### src/sv/nlpp_pkg.sv
// Package with the shared types and constants of the NLRI prefix parser.
`timescale 1ns / 1ps

package nlpp_pkg;

	localparam int unsigned BYTE_W = 8;
	localparam int unsigned ADDR_W = 32;
	localparam logic [BYTE_W-1:0] MAX_PREFIX_LEN = 8'd32;

	typedef struct packed {
		logic [2:0]        remaining;
		logic [1:0]        taken;
		logic [BYTE_W-1:0] length;
		logic [ADDR_W-1:0] acc;
	} parse_state_t;

	typedef struct packed {
		logic              valid;
		logic [BYTE_W-1:0] length;
		logic [ADDR_W-1:0] address;
		logic              truncated;
		logic              message_end;
	} prefix_result_t;

	localparam parse_state_t STATE_CLEAR = '{
		remaining: 3'd0,
		taken:     2'd0,
		length:    '0,
		acc:       '0
	};

endpackage

### src/sv/nlpp_step.sv
// Next-state and result logic for one byte of the prefix list.
`timescale 1ns / 1ps

module nlpp_step
	import nlpp_pkg::*;
(
	input  logic [BYTE_W-1:0] data_byte,
	input  logic              last_byte,
	input  parse_state_t      state_cur,
	output parse_state_t      state_nxt,
	output prefix_result_t    result
);

	logic [8:0]        need_sum;
	logic [2:0]        need;
	logic [2:0]        rem_dec;
	logic [ADDR_W-1:0] placed;
	logic [ADDR_W-1:0] acc_new;

	always_comb begin
		need_sum = {1'b0, data_byte} + 9'd7;
		if (data_byte == '0 || data_byte > MAX_PREFIX_LEN) begin
			need = 3'd0;
		end else begin
			need = need_sum[5:3];
		end

		case (state_cur.taken)
			2'd0:    placed = {data_byte, 24'd0};
			2'd1:    placed = {8'd0, data_byte, 16'd0};
			2'd2:    placed = {16'd0, data_byte, 8'd0};
			default: placed = {24'd0, data_byte};
		endcase
		acc_new = state_cur.acc | placed;
		rem_dec = state_cur.remaining - 3'd1;
	end

	always_comb begin
		state_nxt = state_cur;
		result = '{valid: 1'b0, length: '0, address: '0, truncated: 1'b0, message_end: 1'b0};

		if (state_cur.remaining == 3'd0) begin
			if (need == 3'd0) begin
				result = '{valid: 1'b1, length: data_byte, address: '0,
					truncated: 1'b0, message_end: last_byte};
			end else if (last_byte) begin
				result = '{valid: 1'b1, length: data_byte, address: '0,
					truncated: 1'b1, message_end: 1'b1};
				state_nxt = STATE_CLEAR;
			end else begin
				state_nxt = '{remaining: need, taken: 2'd0, length: data_byte, acc: '0};
			end
		end else begin
			if (rem_dec == 3'd0) begin
				result = '{valid: 1'b1, length: state_cur.length, address: acc_new,
					truncated: 1'b0, message_end: last_byte};
				state_nxt = STATE_CLEAR;
			end else if (last_byte) begin
				result = '{valid: 1'b1, length: state_cur.length, address: '0,
					truncated: 1'b1, message_end: 1'b1};
				state_nxt = STATE_CLEAR;
			end else begin
				state_nxt = '{remaining: rem_dec, taken: state_cur.taken + 2'd1,
					length: state_cur.length, acc: acc_new};
			end
		end
	end

endmodule

### src/sv/nlri_prefix_parser.sv
// Top level of the NLRI IPv4 prefix parser: input register, step logic, result register.
`timescale 1ns / 1ps
// An accepted word waits in the input register; its result, if any, is written to the result
// register as the word advances. Throughput: one word per cycle, set by the single state update
// per word; the input stalls only while the result register is held and the waiting word
// yields a result. Reset (arst_n low, asynchronous) empties both registers and leaves the
// parser expecting a length byte.

module nlri_prefix_parser
	import nlpp_pkg::*;
(
	input  logic              clk,
	input  logic              arst_n,
	input  logic              in_valid,
	output logic              in_stall,
	input  logic [BYTE_W-1:0] data_byte,
	input  logic              last_byte,
	output logic              out_valid,
	input  logic              out_stall,
	output logic [BYTE_W-1:0] prefix_length,
	output logic [ADDR_W-1:0] prefix_address,
	output logic              truncated,
	output logic              message_end
);

	logic              valid_s1;
	logic [BYTE_W-1:0] byte_s1;
	logic              last_s1;
	parse_state_t      state_q;
	parse_state_t      state_nxt;
	prefix_result_t    step_res;
	prefix_result_t    res_s2;
	logic              out_free;
	logic              advance;

	nlpp_step u_step (
		.data_byte (byte_s1),
		.last_byte (last_s1),
		.state_cur (state_q),
		.state_nxt (state_nxt),
		.result    (step_res)
	);

	assign out_free = !res_s2.valid || !out_stall;
	assign advance  = valid_s1 && (out_free || !step_res.valid);
	assign in_stall = valid_s1 && !advance;

	always_ff @(posedge clk or negedge arst_n) begin
		if (!arst_n) begin
			valid_s1 <= 1'b0;
			state_q  <= STATE_CLEAR;
		end else begin
			if (advance) begin
				state_q <= state_nxt;
			end
			if (!in_stall) begin
				valid_s1 <= in_valid;
			end
		end
	end

	always_ff @(posedge clk) begin
		if (!in_stall && in_valid) begin
			byte_s1 <= data_byte;
			last_s1 <= last_byte;
		end
	end

	always_ff @(posedge clk or negedge arst_n) begin
		if (!arst_n) begin
			res_s2 <= '0;
		end else if (out_free) begin
			if (advance && step_res.valid) begin
				res_s2 <= step_res;
			end else begin
				res_s2.valid <= 1'b0;
			end
		end
	end

	assign out_valid      = res_s2.valid;
	assign prefix_length  = res_s2.length;
	assign prefix_address = res_s2.address;
	assign truncated      = res_s2.truncated;
	assign message_end    = res_s2.message_end;

`ifndef ASSERT_OFF
	a_trunc_ends: assert property (@(posedge clk) disable iff (!arst_n)
		out_valid && truncated |-> message_end)
		else $error("truncated result without message end");

	a_trunc_zero: assert property (@(posedge clk) disable iff (!arst_n)
		out_valid && truncated |-> prefix_address == '0)
		else $error("truncated result carries an address");

	a_rem_range: assert property (@(posedge clk) disable iff (!arst_n)
		state_q.remaining <= 3'd4)
		else $error("octet count out of range");

	a_stall_held: assert property (@(posedge clk) disable iff (!arst_n)
		in_stall |-> valid_s1 && step_res.valid && res_s2.valid && out_stall)
		else $error("input stalled without a blocked result");
`endif

endmodule

### config.mk
export PLATFORM = sky130hd
export DESIGN_NAME = nlri_prefix_parser
export DESIGN_NICKNAME = d
export VERILOG_FILES = /design/src/sv/nlpp_pkg.sv /design/src/sv/nlpp_step.sv /design/src/sv/nlri_prefix_parser.sv
export SDC_FILE = /design/constraint.sdc
export NUM_CORES = 1
export LEC_CHECK = 0
export BUFFER_PORTS_ARGS = -buffer_cell sky130_fd_sc_hd__buf_2
export CAP_MARGIN = 5
export CORE_MARGIN = 4
export CORE_UTILIZATION = 28
export DETAILED_ROUTE_END_ITERATION = 16
export PLACE_DENSITY = 0.45
export SLEW_MARGIN = 5
export SYNTH_ARGS = -nofsm -noshare
export SYNTH_HDL_FRONTEND = slang
export SYNTH_HIERARCHICAL = 1
export SYNTH_SLANG_ARGS = --single-unit
### constraint.sdc
create_clock -name clk -period 8.2 [get_ports clk]
set_input_delay 0 -clock clk [delete_from_list [all_inputs] [get_ports clk]]
set_output_delay 0 -clock clk [all_outputs]
set_load 0.005 [all_outputs]
==> impl_metrics.ini <==
[worst_setup_path]
arrival_ns = 3.94
cpPeakStageDelay_ns = 0.60
crit_fanout = 23
criticalPathCategory = reg2reg
worst_setup_path_start_kind = flip-flop
cp.required_ns = 8.43
worst_path_max_delay_cell = edfxtp_1
crit_chain = or3_4 > or4_4 > and3b_1 > nor2_1 > nand2_1 > a21oi_4 > buf_4 > mux2_2
end_kind = flip-flop

[sta]
slew_headroom = 0.237
fmax_ghz = 0.270
period_needed_ns = 3.71
rsz0062_at_grt = false
setup_viol = 0
finalSetupTns_ns = 0
post-route-period-util = 0.452
hold_violations = 0
fin_skew_ns = 0.00545
tightest_slew_ns = 1.14
drv_slew = 0

[layout]
antenna_cells = 0
syn2layout_area_growth_pct = 16.5
layout_common_cells = dfrtp_1, mux2_2, nor2_1, a21oi_1, buf_2
nets = 520
final_cells = 730
drive_gt1_frac = 0.345
final_common_cell = dfrtp_1

[logic_synthesis]
yosys_warnings = 6
ys_ff_latch = 98
synth_seq_area_share = 0.494
async_flop_share = 0.908
synth_edf_count = 9
synth_nets = 472
synth_area_per_cell_um2 = 11.2
synthCells = 452
netlist_area_um2 = 5050
synth_ff_type = dfrtp_1
synthDistinctLibCells = 48

[die]
initial_core_util = 0.289
core_area_um2 = 17500
die-area_um2 = 20300
die_x_um = 142
fp.dieH_um = 142
ios = 57
rows = 48

[detailed_routing]
drt.antenna.violating_nets = 0
drc = 0
finalWirelength_um = 12300
post_drt_wl_per_cell_um = 16.9
drt_first_iter_violations = 184
route.vias.total = 3536
firstDrtPassIters = 5
viasPerCell = 4.84

[power]
pwr-share-comb = 0.379
switching_power_uw = 676
power_density_nw_per_um2 = 307
power.total_mw = 1.81
clkPwrFrac = 0.250
vdd_drop_max_mv = 0.121
seqPwrFrac = 0.371
internal_power_mw = 1.13
swShare = 0.374
p_leak_nw = 2.71

[clocking]
cts_buffer_depth = 2
h-tree-depth = 3
cts_sinks = 98
ctsHoldBuffers = 12
numCtsBuffers = 9
cts.repair.resized = 0
postCtsSetupRepairBufs = 0
clk_latency_ns = 0.35
root_buffer = clkbuf_16
cts_tree = yes
cts.reportedPaths.clkPinSlew_ns = 0.07

[global_routing]
antenna_found_initial = 0
grt_start_max_net_pins = 63
grt_pass1_wl_um = 20100
grt_usage = 0.127
grt_pass1_vias = 3625
overflow = 0

[place]
gp_congestion = 0.768
port_buffers = 56
dp.cells = 702
hpwl_um = 7900

[run]
timing.max_cap.violations = 0

[outcome]
status = finished clean

[hold_path]
hp-class = in2async
## per-stage QoR
step	setup WS, ns	hold slack [ns]	utilization	area, um^2
6_report	4.49	0.102	0.337	5890
5_1_grt	4.37	0.152	0.337	5890
4_1_cts	4.45	0.108	0.337	5890
3_5_place_dp	4.47	-0.0574	0.311	5440
3_3_place_gp	4.58	-0.0598	0.311	5440
2_1_floorplan	5.53	-0.296	-	5050
## final cells by class
class | count | area (um^2)
Fill cell | 1755 | 11600
Sequential cell | 98 | 2500
Tap cell | 225 | 282
Timing Repair Buffer | 72 | 433
Inverter | 15 | 56.3
Clock inverter | 5 | 57.6
Multi-Input combinational cell | 304 | 2300
Clock buffer | 11 | 264
## cell families (layout without fill, tap and decap cells)
logic type | Yosys count | after routing | synth area share
adders and majority gates | 7 | 7 | 0.0173
AOI/OAI and AO/OA | 102 | 102 | 0.141
xor gates and xnor gates | 2 | 2 | 0.00495
DFF | 98 | 98 | 0.494
buffers and inverters | 50 | 103 | 0.0525
muxes | 88 | 88 | 0.196
and+or+nand+nor | 105 | 105 | 0.0943
## power groups by stage
stage	Sequential [mW]	Combinational, mW	Clock, mW
2_1_floorplan	0.646	0.549	0
3_3_place_gp	0.679	0.683	0
3_5_place_dp	0.681	0.692	0
4_1_cts	0.672	0.700	0.469
5_1_grt	0.685	0.757	0.493
6_report	0.671	0.685	0.452
## state kept, by name, indices dropped and copies added, names as in the netlist
name,cells
message_end,1
valid_s1,1
prefix_length,8
state_q,45
prefix_address,32
truncated,1
byte_s1,8
out_valid,1
last_s1,1
## path summary, 6_finish.rpt
| check | to | cells past startpoint | from | slack, ns |
|---|---|---|---|---|
| min in group clk | byte_s1[7]$_DFFE_PP_ | 2 | data_byte[7] | 0.37 |
| setup reg to reg | prefix_address[10]$_DFFE_PN0P_ | 8 | byte_s1[1]$_DFFE_PP_ | 4.49 |
| hold / removal | prefix_address[27]$_DFFE_PN0P_ | 2 | arst_n | 0.10 |
| setup / recovery | prefix_address[10]$_DFFE_PN0P_ | 8 | byte_s1[1]$_DFFE_PP_ | 4.49 |
| hold reg to reg | prefix_length[7]$_DFFE_PN0P_ | 1 | prefix_length[7]$_DFFE_PN0P_ | 0.48 |
| max in group asynchronous | prefix_length[1]$_DFFE_PN0P_ | 3 | arst_n | 6.93 |
## synth_stat cells, types with 2 or more instances
cell       number  area [um^2]
a211oi_1        2         15.0
nand3_1         3         15.0
clkbuf_1       15         56.3
ha_1            7         87.6
o22ai_1         2         12.5
dfrtp_1        89         2230
buf_2           5         25.0
nand2_1         7         26.3
a22o_1          8         70.1
buf_6           9          101
nand2b_1        4         25.0
a2111oi_4       4          110
a21oi_1        67          335
mux2_1          3         33.8
edfxtp_1        9          270
nor2b_1         5         31.3
nand4_1         2         12.5
inv_1          15         56.3
o31ai_1         2         15.0
nor3_1          7         35.0
buf_1           5         18.8
nor2_1         67          251
and2_1          2         12.5
o2bb2ai_1       5         43.8
mux2_2         85          957
## per-layer routing
layer  vias up  global-route usage  share of wire
li1       1692                   -              -
met1      1752               0.171           0.49
met2        77               0.204           0.45
met3        15              0.0349          0.043
met4         0              0.0330          0.015
met5         -                   0              0
## critical path, delay by kind of cell (launching register included)
kind | cells | cell delay (ns)
multiplexers | 1 | 0.38
buffers and inverters | 1 | 0.42
AO/OA/AOI/OAI | 1 | 0.60
flip-flops | 1 | 0.60
AND/OR/NAND/NOR | 5 | 1.57
Note: power is estimated with default switching activity, not from simulation.
